<file path="src/rtl/core/pva_pkg.sv">
// pva_pkg: shared types, constants and the note frequency table
// for the polyphonic voice allocator; no dependencies
package pva_pkg;

	typedef enum logic [1:0] {
		REQ_NOTE_ON  = 2'd0,
		REQ_NOTE_OFF = 2'd1,
		REQ_REPORT   = 2'd2,
		REQ_UNUSED   = 2'd3
	} req_t;

	localparam logic [1:0] CFG_LEGATO    = 2'd0;
	localparam logic [1:0] CFG_THRESHOLD = 2'd1;
	localparam logic [1:0] CFG_HOLD      = 2'd2;

	typedef struct packed {
		logic [1:0]  req_type;
		logic [6:0]  note_number;
		logic [15:0] velocity;
		logic [3:0]  voice_id;
		logic [15:0] peak_level;
	} in_item_t;

	typedef struct packed {
		logic        status;
		logic [3:0]  voice_out;
		logic        setup_valid;
		logic        gate;
		logic [21:0] pitch_q8;
		logic [15:0] attack;
		logic        init_state;
		logic        stopped;
	} out_item_t;

	typedef enum logic [2:0] {
		ST_IDLE,
		ST_SCAN,
		ST_SWAP1,
		ST_SWAP2,
		ST_DONE
	} state_t;

	// note frequency in Q14.8 Hz, rounded from millihertz
	function automatic logic [21:0] note_pitch(input logic [6:0] n);
		logic [31:0] mhz;
		logic [28:0] y;
		logic [57:0] prod;
		begin
			unique case (n)
			7'd0: mhz = 32'd8176; 7'd1: mhz = 32'd8662; 7'd2: mhz = 32'd9177;
			7'd3: mhz = 32'd9723; 7'd4: mhz = 32'd10301; 7'd5: mhz = 32'd10913;
			7'd6: mhz = 32'd11562; 7'd7: mhz = 32'd12250; 7'd8: mhz = 32'd12978;
			7'd9: mhz = 32'd13750; 7'd10: mhz = 32'd14568; 7'd11: mhz = 32'd15434;
			7'd12: mhz = 32'd16352; 7'd13: mhz = 32'd17324; 7'd14: mhz = 32'd18354;
			7'd15: mhz = 32'd19445; 7'd16: mhz = 32'd20602; 7'd17: mhz = 32'd21827;
			7'd18: mhz = 32'd23125; 7'd19: mhz = 32'd24500; 7'd20: mhz = 32'd25957;
			7'd21: mhz = 32'd27500; 7'd22: mhz = 32'd29135; 7'd23: mhz = 32'd30868;
			7'd24: mhz = 32'd32703; 7'd25: mhz = 32'd34648; 7'd26: mhz = 32'd36708;
			7'd27: mhz = 32'd38891; 7'd28: mhz = 32'd41203; 7'd29: mhz = 32'd43654;
			7'd30: mhz = 32'd46249; 7'd31: mhz = 32'd48999; 7'd32: mhz = 32'd51913;
			7'd33: mhz = 32'd55000; 7'd34: mhz = 32'd58270; 7'd35: mhz = 32'd61735;
			7'd36: mhz = 32'd65406; 7'd37: mhz = 32'd69296; 7'd38: mhz = 32'd73416;
			7'd39: mhz = 32'd77782; 7'd40: mhz = 32'd82407; 7'd41: mhz = 32'd87307;
			7'd42: mhz = 32'd92499; 7'd43: mhz = 32'd97999; 7'd44: mhz = 32'd103826;
			7'd45: mhz = 32'd110000; 7'd46: mhz = 32'd116541; 7'd47: mhz = 32'd123471;
			7'd48: mhz = 32'd130813; 7'd49: mhz = 32'd138591; 7'd50: mhz = 32'd146832;
			7'd51: mhz = 32'd155563; 7'd52: mhz = 32'd164814; 7'd53: mhz = 32'd174614;
			7'd54: mhz = 32'd184997; 7'd55: mhz = 32'd195998; 7'd56: mhz = 32'd207652;
			7'd57: mhz = 32'd220000; 7'd58: mhz = 32'd233082; 7'd59: mhz = 32'd246942;
			7'd60: mhz = 32'd261626; 7'd61: mhz = 32'd277183; 7'd62: mhz = 32'd293665;
			7'd63: mhz = 32'd311127; 7'd64: mhz = 32'd329628; 7'd65: mhz = 32'd349228;
			7'd66: mhz = 32'd369994; 7'd67: mhz = 32'd391995; 7'd68: mhz = 32'd415305;
			7'd69: mhz = 32'd440000; 7'd70: mhz = 32'd466164; 7'd71: mhz = 32'd493883;
			7'd72: mhz = 32'd523251; 7'd73: mhz = 32'd554365; 7'd74: mhz = 32'd587330;
			7'd75: mhz = 32'd622254; 7'd76: mhz = 32'd659255; 7'd77: mhz = 32'd698456;
			7'd78: mhz = 32'd739989; 7'd79: mhz = 32'd783991; 7'd80: mhz = 32'd830609;
			7'd81: mhz = 32'd880000; 7'd82: mhz = 32'd932328; 7'd83: mhz = 32'd987767;
			7'd84: mhz = 32'd1046502; 7'd85: mhz = 32'd1108731; 7'd86: mhz = 32'd1174659;
			7'd87: mhz = 32'd1244508; 7'd88: mhz = 32'd1318510; 7'd89: mhz = 32'd1396913;
			7'd90: mhz = 32'd1479978; 7'd91: mhz = 32'd1567982; 7'd92: mhz = 32'd1661219;
			7'd93: mhz = 32'd1760000; 7'd94: mhz = 32'd1864655; 7'd95: mhz = 32'd1975533;
			7'd96: mhz = 32'd2093005; 7'd97: mhz = 32'd2217461; 7'd98: mhz = 32'd2349318;
			7'd99: mhz = 32'd2489016; 7'd100: mhz = 32'd2637020; 7'd101: mhz = 32'd2793826;
			7'd102: mhz = 32'd2959955; 7'd103: mhz = 32'd3135963; 7'd104: mhz = 32'd3322438;
			7'd105: mhz = 32'd3520000; 7'd106: mhz = 32'd3729310; 7'd107: mhz = 32'd3951066;
			7'd108: mhz = 32'd4186009; 7'd109: mhz = 32'd4434922; 7'd110: mhz = 32'd4698636;
			7'd111: mhz = 32'd4978032; 7'd112: mhz = 32'd5274041; 7'd113: mhz = 32'd5587652;
			7'd114: mhz = 32'd5919911; 7'd115: mhz = 32'd6271927; 7'd116: mhz = 32'd6644875;
			7'd117: mhz = 32'd7040000; 7'd118: mhz = 32'd7458620; 7'd119: mhz = 32'd7902133;
			7'd120: mhz = 32'd8372018; 7'd121: mhz = 32'd8869844; 7'd122: mhz = 32'd9397273;
			7'd123: mhz = 32'd9956063; 7'd124: mhz = 32'd10548080; 7'd125: mhz = 32'd11175300;
			7'd126: mhz = 32'd11839820; default: mhz = 32'd12543850;
			endcase
			// (mhz*256 + 500) / 1000 == (mhz*32 + 62) / 125, the latter by
			// reciprocal multiplication, exact over the whole table
			y = {mhz[23:0], 5'd0} + 29'd62;
			prod = {29'd0, y} * {29'd0, 29'd274877907};
			note_pitch = prod[56:35];
		end
	endfunction

endpackage

</file>
<file path="src/rtl/core/pva_slot_scan.sv">
// pva_slot_scan: shared compare unit that walks the slot table one entry a cycle
// depends on pva_pkg
module pva_slot_scan import pva_pkg::*; #(
	parameter int IW = 4,
	parameter int CW = 5
) (
	input  logic          clk,
	input  logic          arst_n,
	input  logic          start,
	input  logic [CW-1:0] limit,
	input  logic [6:0]    key,
	input  logic          by_voice,
	input  logic [IW-1:0] cur_voice,
	input  logic [6:0]    cur_note,
	output logic [IW-1:0] idx,
	output logic          busy,
	output logic          hit,
	output logic          miss
);
	logic [CW-1:0] cnt_q;
	logic          run_q;
	logic          match;

	assign idx  = cnt_q[IW-1:0];
	assign busy = run_q;
	assign match = by_voice ? (key == 7'(cur_voice)) : (key == cur_note);
	assign hit  = run_q && (cnt_q < limit) && match;
	assign miss = run_q && (cnt_q >= limit);

	always_ff @(posedge clk or negedge arst_n) begin
		if (!arst_n) begin
			cnt_q <= '0;
			run_q <= 1'b0;
		end else if (start) begin
			cnt_q <= '0;
			run_q <= 1'b1;
		end else if (hit || miss) begin
			run_q <= 1'b0;
		end else if (run_q) begin
			cnt_q <= cnt_q + 1'b1;
		end
	end
endmodule

</file>
<file path="config.mk">
export PLATFORM = sky130hd
export DESIGN_NAME = pva_slot_scan
export DESIGN_NICKNAME = d
export VERILOG_FILES = /design/src/rtl/core/pva_pkg.sv /design/src/rtl/core/pva_slot_scan.sv
export SDC_FILE = /design/constraint.sdc
export NUM_CORES = 1
export LEC_CHECK = 0
export BUFFER_PORTS_ARGS = -buffer_cell sky130_fd_sc_hd__buf_4
export CORE_MARGIN = 5
export CORE_UTILIZATION = 39
export DETAILED_ROUTE_END_ITERATION = 6
export PLACE_DENSITY = 0.74
export SLEW_MARGIN = 20
export SYNTH_ARGS = -nofsm -noshare
export SYNTH_HDL_FRONTEND = slang
export SYNTH_SLANG_ARGS = --single-unit
</file>
<file path="constraint.sdc">
create_clock -name clk -period 2.25 [get_ports clk]
set_clock_uncertainty 0.15 [all_clocks]
set_input_delay 0.225 -clock clk [delete_from_list [all_inputs] [get_ports clk]]
set_output_delay 0.225 -clock clk [all_outputs]
set_load 0.05 [all_outputs]
</file>
* Word level (Yosys, flattened, before mapping) *
Index checks and enable logic that the tools add are counted.

word-level totals
  flip-flop bits (word level) = 6
  bits of input ports = 27

cells by class
  add/subtract/negate cells = 1
  magnitude comparators = 2
  equal/unequal tests = 3
  multiplexer cells = 6
  reductions and logical operators = 7

operators with widths
  cell                   number
  $mux W5                3
  $eq A7 B4 Y1           1
  $eq A7 B7 Y1           1
  $add A5 B1 Y5 const B  1
  $ge A5 B5 Y1           1
  $lt A5 B5 Y1           1
  $reduce_bool A2 Y1     2
  $logic_and A1 B1 Y1    3
  $mux W1                3
  $ne A2 B2 Y1 const B   1
  $reduce_and A2 Y1      1
  $logic_or A1 B1 Y1     1

* Depth between registers and ports, before layout *
Gate-level depths: netlist of run 1.

  depth in word-level cells = 6
  depth in mapped cells = 8
  gate-level depth less buffers = 8

* Worst setup path before layout of run 1 *
OpenSTA, ideal clock, no wires.

  path type = reg-to-output
  start = register run_q (netlist: busy)
  end = output hit
  arrival time = 2.656 ns
  data required time = 1.875 ns
  slack = -0.781 ns
  stages on the path, launching flop included = 4
  path through = dfrtp_1 -> o21ai_0 -> a2111o_1 -> nor4_1

between the ends
  cells in the longest elaborated chain, start to end = 2

ends and longest elaborated chain
  element                           RTL line             text
  from (decl)                       pva_slot_scan.sv:21  logic run_q;
  from (signal assigned)            pva_slot_scan.sv:33  run_q <= 1'b0;
  from (signal assigned)            pva_slot_scan.sv:36  run_q <= 1'b1;
  from (signal assigned)            pva_slot_scan.sv:38  run_q <= 1'b0;
  $logic_and A1 B1 Y1 (2 in a row)  pva_slot_scan.sv:27  assign hit = run_q && (cnt_q < limit) && match;
  to (decl)                         pva_slot_scan.sv:17  output logic hit,

Every way passes these cells.

* Worst setup path after layout of run 1 *
  start = register cnt_q[2]
  end = output hit

between the ends
  cells in the longest elaborated chain, start to end = 3

ends and longest elaborated chain
  element                           RTL line             text
  from (decl)                       pva_slot_scan.sv:20  logic [CW-1:0] cnt_q;
  from (signal assigned)            pva_slot_scan.sv:40  cnt_q <= cnt_q + 1'b1;
  $lt A5 B5 Y1                      pva_slot_scan.sv:27
  $logic_and A1 B1 Y1 (2 in a row)  pva_slot_scan.sv:27

Every way passes these cells.

==> results of run 1 <==
==> layout make-up <==
type,instances,share of cell area
timing repair buffer,42,0.324
tap,16,0.0202
sequential,6,0.152
inverter,11,0.0417
multi-input combinational,51,0.439
clock buffer,3,0.0227
==> flip-flops by register name, indices dropped and copies added, names as in the netlist <==
name and flops:
busy 1, cnt_q 5
==> metal layers <==
| metal | global-route usage | share of wire | vias up |
|---|---|---|---|
| li1 | - | - | 335 |
| met1 | 0.174 | 0.40 | 313 |
| met2 | 0.242 | 0.56 | 9 |
| met3 | 0.0572 | 0.040 | 0 |
| met4 | 0.0131 | 0 | 0 |
| met5 | 0 | 0 | - |
==> cell usage in the layout (no fill, tap or decap) <==
| cell | synthesis | layout |
|---|---|---|
| a2111o_1 | 1 | 1 |
| nor3_1 | 1 | 1 |
| nor2b_1 | 2 | 2 |
| clkbuf_4 | 0 | 3 |
| nor4_4 | 0 | 1 |
| xor2_1 | 2 | 2 |
| a21oi_2 | 0 | 3 |
| ha_4 | 0 | 1 |
| and2_1 | 1 | 1 |
| a221oi_1 | 1 | 1 |
| o211ai_1 | 1 | 1 |
| dlygate4sd3_1 | 0 | 1 |
| nand3_1 | 2 | 2 |
| ha_1 | 6 | 5 |
| mux2i_1 | 5 | 5 |
| xnor2_1 | 2 | 2 |
| or3_2 | 3 | 3 |
| buf_4 | 4 | 40 |
| buf_6 | 1 | 1 |
| a211oi_1 | 1 | 1 |
| inv_1 | 11 | 11 |
| dfrtp_1 | 6 | 6 |
| nand2_1 | 2 | 2 |
| a21boi_0 | 1 | 1 |
| o21ai_0 | 5 | 5 |
| nand4_1 | 1 | 1 |
| a21oi_1 | 6 | 3 |
| nand2b_1 | 1 | 1 |
| o221ai_1 | 2 | 1 |
| o221ai_2 | 0 | 1 |
| o31ai_4 | 1 | 1 |
| nor2_1 | 3 | 3 |
==> how the worst max path moves through the flow <==
stage / end / startpoint / slack (ns) / cells after the start
global route: cnt_q[4] / cnt_q[2] / -0.02 / 7
CTS: cnt_q[3] / cnt_q[4] / 0.06 / 7
finish: hit / cnt_q[2] / 0.12 / 6
global placement: cnt_q[3] / cnt_q[4] / 0.13 / 7
detailed placement: cnt_q[3] / cnt_q[4] / 0.07 / 7
floorplan: hit / busy / 0.09 / 3
==> stage by stage <==
step / setup TNS, ns / cells / power (W) / cell area, sq um
CTS: 0 / 125 / 0.000655 / 927
global placement: 0 / 121 / 0.000541 / 895
floorplan: 0 / 73 / 0.000422 / 638
finish: 0 / 129 / 0.000677 / 991
global route: -0.0225 / 129 / 0.000737 / 991
detailed placement: 0 / 121 / 0.000550 / 895
==> timing repair <==
item,in CTS,in global routing
endpoints found under the hold margin,6,0
resized for setup,0,6
setup endpoints to repair,0,3
hold buffers,1,0
setup buffers,0,4
==> cells by family after synthesis <==
family	count (synthesis)	share of synthesized area
muxes	5	0.0803
AOI/OAI and AO/OA	19	0.219
xor gates and xnor gates	4	0.0562
buffers and inverters	16	0.133
DFF	6	0.241
adders and majority gates	6	0.120
and+or+nand+nor	17	0.151
==> report_power, final <==
group	switching, W	internal, W	total [W]	leakage, nW
logic	0.000247	0.000186	0.000433	0.410
clock network	0.0000360	0.0000601	0.0000962	0.0138
registers	0.0000169	0.000131	0.000148	0.0767
==> impl_summary.txt, run 1 <==
----------------------------------------------------
[CTS]
  Cell chosen for the clock root ... clkbuf_4
  Clock Path Buffers ... 2
  Total CTS buffers ... 3
  Clk sinks ... 6
  Clock tree from TritonCTS ... done
  CTS H-Tree Depth ... 1
  Clock latency on the worst-skew pair ... about 0.24 ns
  Post-CTS clock slew at the launch and capture registers of the worst setup and hold paths ... ~0.04 ns

[Global routing]
  Via count of the first global-routing pass ... between 600 and 700
  Pin count of the biggest net entering global routing ... 8
  Wire length of the first global-routing pass ... roughly 2.8 mm
  GRT Overall Usage ... 0.143
  Number of antenna violations at the first check in global routing ... 0
  Grt total ovfl ... 0

[Logic synthesis]
  Area leader, netlist ... dfrtp_1
  EDFF count, synth ... 0
  Most frequent cells after synthesis ... 11 x inv_1, 6 x a21oi_1, 6 x dfrtp_1, 6 x ha_1
  Count of mapped cells out of synthesis ... 73
  Main area contributors after synthesis ... dfrtp_1 24%, ha_1 12%, mux2i_1 8.0%
  Net count after synthesis ... about 110
  Count of synthesis-stage warnings from yosys ... 0
  Number of synthesized register bits ... 6
  Post-Synthesis Mean Instance Area ... 8.54 sq um
  Distinct cells, synth ... 27
  Share of synthesized area occupied by flip-flops and latches ... 0.241
  Post-synth top flop ... dfrtp_1
  Cell Area, Synth ... 623 sq um
  Most common cell in the synthesized netlist ... inv_1
  FFs w/ async S/R, synth ... 1.00
  Post-synth top area share ... 0.241

[Routing]
  Post-DR vias/cell ... ~5
  Post-detailed-route DRC marker count ... 0
  ANT nets after route ... 0
  Vias post-DR ... ~660
  Average detailed-routed wire length per instance ... 13.7 um
  Count of TritonRoute iterations in the first routing pass ... 4
  Post-Route WL ... approximately 1.8 mm
  First-iteration detailed-routing DRC count ... 10

[Setup path]
  Slowest library cell on the worst path ... dfrtp_1
  Endpoint of the most critical register-to-register path ... cnt_q[4]
  Critical path buffers and inverters ... 2
  Cell chain of the critical path ... ha_1, a21oi_2, buf_4, o221ai_1, nor4_4, buf_6
  Worst reg2reg startpoint ... cnt_q[0]
  Setup crit end kind ... output port
  Worst stage delay on the critical path ... approximately 0.37 ns
  Required time at the worst-slack endpoint ... approximately 1.9 ns
  Top delay family on crit path ... flip-flops
  Minimum setup slack among reg-to-reg paths ... 0.13 ns
  WP data arrival ... approximately 1.8 ns
  Highest net fanout along the worst path ... 2
  FF-to-FF path depth ... 8
  Kind of critical path ... reg2out
  Startpoint kind of the worst setup timing path ... register

[Floorplan]
  Die extent in x ... approximately 50 um
  Effective utilization at floorplan ... 0.414
  Number of cell rows ... 14
  Core area ... ~1500 sq um
  Die Ht ... between 40 and 50 um
  Die area ... between 2000 and 2500 sq um
  Number of top-level pins ... 34

[Run status]
  Result of the run ... complete, no violations

[Layout]
  Seq. cell area ... around 150 sq um
  Total inserted antenna cells ... 0
  Final core area utilization ... 0.658
  Nets ... approximately 150
  Count of fill cells added during filler insertion ... 130
  Synth-to-layout area growth ... 59.0%
  Area of the multi-input gates ... ~440 sq um
  Share of layout cells above drive strength 1 ... 0.478

[STA]
  Maximum clock frequency ... between 400 and 500 MHz
  Post-layout worst setup margin ... approximately 0.12 ns
  Worst slew pin tran ... 0.494 ns
  Fin Hold WS ... approximately 0.026 ns
  Final Slew Violations ... 0
  Part of the cycle the worst path needs ... 0.945
  Number of hold violations in the final report ... 0
  Setup violation total in the final timing report ... 0
  Relative slew slack ... 0.669
  Shortest clock period the worst path allows after layout ... between 2 and 2.5 ns

[Power]
  Static power due to leakage ... ~0.50 nW
  Power per Cell Area ... between 600 and 700 nW/um^2
  Max VDD drop ... slightly below 0.5 mV

[Place]
  Total half-perimeter wirelength after legalization and detailed placement ... 1.42 mm
  # port buffers ... 33
  Placer Congestion ... roughly 0.7
  Post-placement worst setup slack ... between 0.07 and 0.08 ns

[Flow run]
  Max-capacitance violation count ... 0

[Worst hold path]
  Worst hold start ... start
  WHS Path Cells ... 2
  Type of the tightest min-delay check ... in2reg
  Endpoint with the worst hold slack ... cnt_q[2]

----------------------------------------------------
Power figures use the tool's default switching activity.
==> inputs of run 2 (changes only) <==
--- a/config.mk
+++ b/config.mk
@@ -9,6 +9,7 @@
 export CORE_MARGIN = 5
 export CORE_UTILIZATION = 39
 export DETAILED_ROUTE_END_ITERATION = 6
+export MAX_ROUTING_LAYER = met4
 export PLACE_DENSITY = 0.74
 export SLEW_MARGIN = 20
 export SYNTH_ARGS = -nofsm -noshare
==> run 2 against run 1 <==
Flip-flop and latch count unchanged. Clock power decreased by 1%. Global-route usage increased by 0.38 points. Critical path depth unchanged. Core utilization unchanged. Cell count unchanged. Sequential power about the same.
==> impl_summary.txt, run 2 (same netlist as run 1, synthesis figures left out) <==
----------------------------------------------------
[Run status]
  Result of the run ... complete, no violations

[Routing]
  First-iteration detailed-routing DRC count ... 10
  ANT nets after route ... 0
  Post-Route WL ... ~1.8 mm
  Count of TritonRoute iterations in the first routing pass ... 4
  Average detailed-routed wire length per instance ... roughly 14 um
  Vias post-DR ... between 600 and 700
  Post-DR vias/cell ... between 5 and 6
  Post-detailed-route DRC marker count ... 0

[Floorplan]
  Number of top-level pins ... 34
  Number of cell rows ... 14
  Core area ... ~1500 sq um
  Die extent in x ... about 50 um
  Effective utilization at floorplan ... 0.414
  Die Ht ... 50.0 um
  Die area ... between 2000 and 2500 sq um

[STA]
  Relative slew slack ... 0.669
  Worst slew pin tran ... ~0.5 ns
  Number of hold violations in the final report ... 0
  Part of the cycle the worst path needs ... 0.944
  Shortest clock period the worst path allows after layout ... 2.12 ns
  Maximum clock frequency ... 471 MHz
  Setup violation total in the final timing report ... 0
  Final Slew Violations ... 0

[Power]
  Static power due to leakage ... around 0.5 nW
  Power per Cell Area ... approximately 680 nW/um^2
  Sum of internal, switching and leakage power ... just under 0.0007 W
  Max VDD drop ... a little under 0.5 mV

[Setup path]
  Startpoint kind of the worst setup timing path ... register
  Minimum setup slack among reg-to-reg paths ... 0.13 ns
  FF-to-FF path depth ... 8
  Worst reg2reg startpoint ... cnt_q[0]
  Endpoint of the most critical register-to-register path ... cnt_q[4]
  Highest net fanout along the worst path ... 2
  Setup crit end kind ... output port
  Required time at the worst-slack endpoint ... ~1.9 ns
  WP data arrival ... 1.75 ns
  Kind of critical path ... reg2out

[Worst hold path]
  Endpoint with the worst hold slack ... cnt_q[2]
  Type of the tightest min-delay check ... in2reg
  Worst hold start ... start
  WHS Path Cells ... 2

[Layout]
  Synth-to-layout area growth ... 59.0%
  Final design area excluding fillers ... between 900 and 1000 sq um
  Biggest register ... cnt_q
  Share of layout cells above drive strength 1 ... 0.478
  Area of the multi-input gates ... around 440 sq um
  Nets ... 148
  Seq. cell area ... roughly 150 sq um
  Leading cell types in the layout, fill and taps excluded ... 40 x buf_4, 11 x inv_1, 6 x dfrtp_1
  Total inserted antenna cells ... 0
  Most common cell after layout, fill and taps aside ... buf_4
  Count of fill cells added during filler insertion ... 130
  Max reg flops ... 5

[CTS]
  Clk sinks ... 6
  Clock tree from TritonCTS ... done
  CTS H-Tree Depth ... 1
  Cell chosen for the clock root ... clkbuf_4
  Clock latency on the worst-skew pair ... 0.24 ns
  Clock Path Buffers ... 2
  Total CTS buffers ... 3
  Post-CTS clock slew at the launch and capture registers of the worst setup and hold paths ... roughly 0.040 ns

[Global routing]
  GRT Overall Usage ... 0.146
  Number of antenna violations at the first check in global routing ... 0
  Pin count of the biggest net entering global routing ... 8
  Via count of the first global-routing pass ... 667
  Grt total ovfl ... 0
  Wire length of the first global-routing pass ... ~2.8 mm

[Place]
  Total half-perimeter wirelength after legalization and detailed placement ... about 1.4 mm
  # port buffers ... 33
  Placer Congestion ... 0.729
  Placement-stage cell area ... 895 sq um

[Flow run]
  Max-capacitance violation count ... 0

----------------------------------------------------
run 2: cell counts in the layout (fill, tap and decap cells not counted):
Identical to the previous run, type by type.
run 2: repair_timing:
action | CTS | global route
setup buffers | 0 | 4
hold buffers | 1 | 0
setup endpoints to repair | 0 | 3
hold endpoints to repair | 6 | 0
resized for setup | 0 | 6
run 2: layout make-up:
class	count	area share
clock buffer	3	0.0227
timing repair buffer	42	0.324
inverter	11	0.0417
multi-input combinational	51	0.439
tap	16	0.0202
sequential	6	0.152
run 2: power breakdown:
part | leakage [nW] | total (W) | switching, W | internal (W)
Sequential | 0.0767 | 0.000148 | 0.0000169 | 0.000131
Combinational | 0.410 | 0.000433 | 0.000247 | 0.000186
Clock | 0.0138 | 0.0000951 | 0.0000350 | 0.0000601
run 2: worst max path at each step:
stage	start	to	slack, ns
after global routing	cnt_q[2]	cnt_q[4]	-0.02
final	cnt_q[2]	hit	0.13
after CTS	cnt_q[4]	cnt_q[3]	0.06
after detailed placement	cnt_q[4]	cnt_q[3]	0.07
after global placement	cnt_q[4]	cnt_q[3]	0.13
after floorplan	busy	hit	0.09
run 2: metal layers:
| layer | GRT usage | vias up | routed length [um] |
|---|---|---|---|
| li1 | - | 335 | - |
| met1 | 0.174 | 313 | 717 |
| met2 | 0.242 | 10 | 981 |
| met3 | 0.0572 | 0 | 68 |
| met4 | 0.0131 | 0 | 0 |
| met5 | - | - | 0 |
run 2: through the flow:
stage               cells   util  hold WS (ns)  setup TNS (ns)  worst slack (ns)
global placement      121  0.594        -0.112               0             0.128
detailed placement    121  0.594        -0.112               0            0.0712
CTS                   125  0.615        0.0230               0            0.0629
finish                129  0.658        0.0321               0             0.126
global route          129  0.658        0.0176         -0.0225           -0.0225
floorplan              73      -        -0.221               0            0.0887
run 2: worst max-delay path, cell delays in order, from the launching register on:
cell      delay (ns)
dfrtp_1         0.37
ha_1            0.30
a21oi_2         0.18
buf_4           0.13
o221ai_1        0.16
nor4_4          0.18
buf_6           0.19
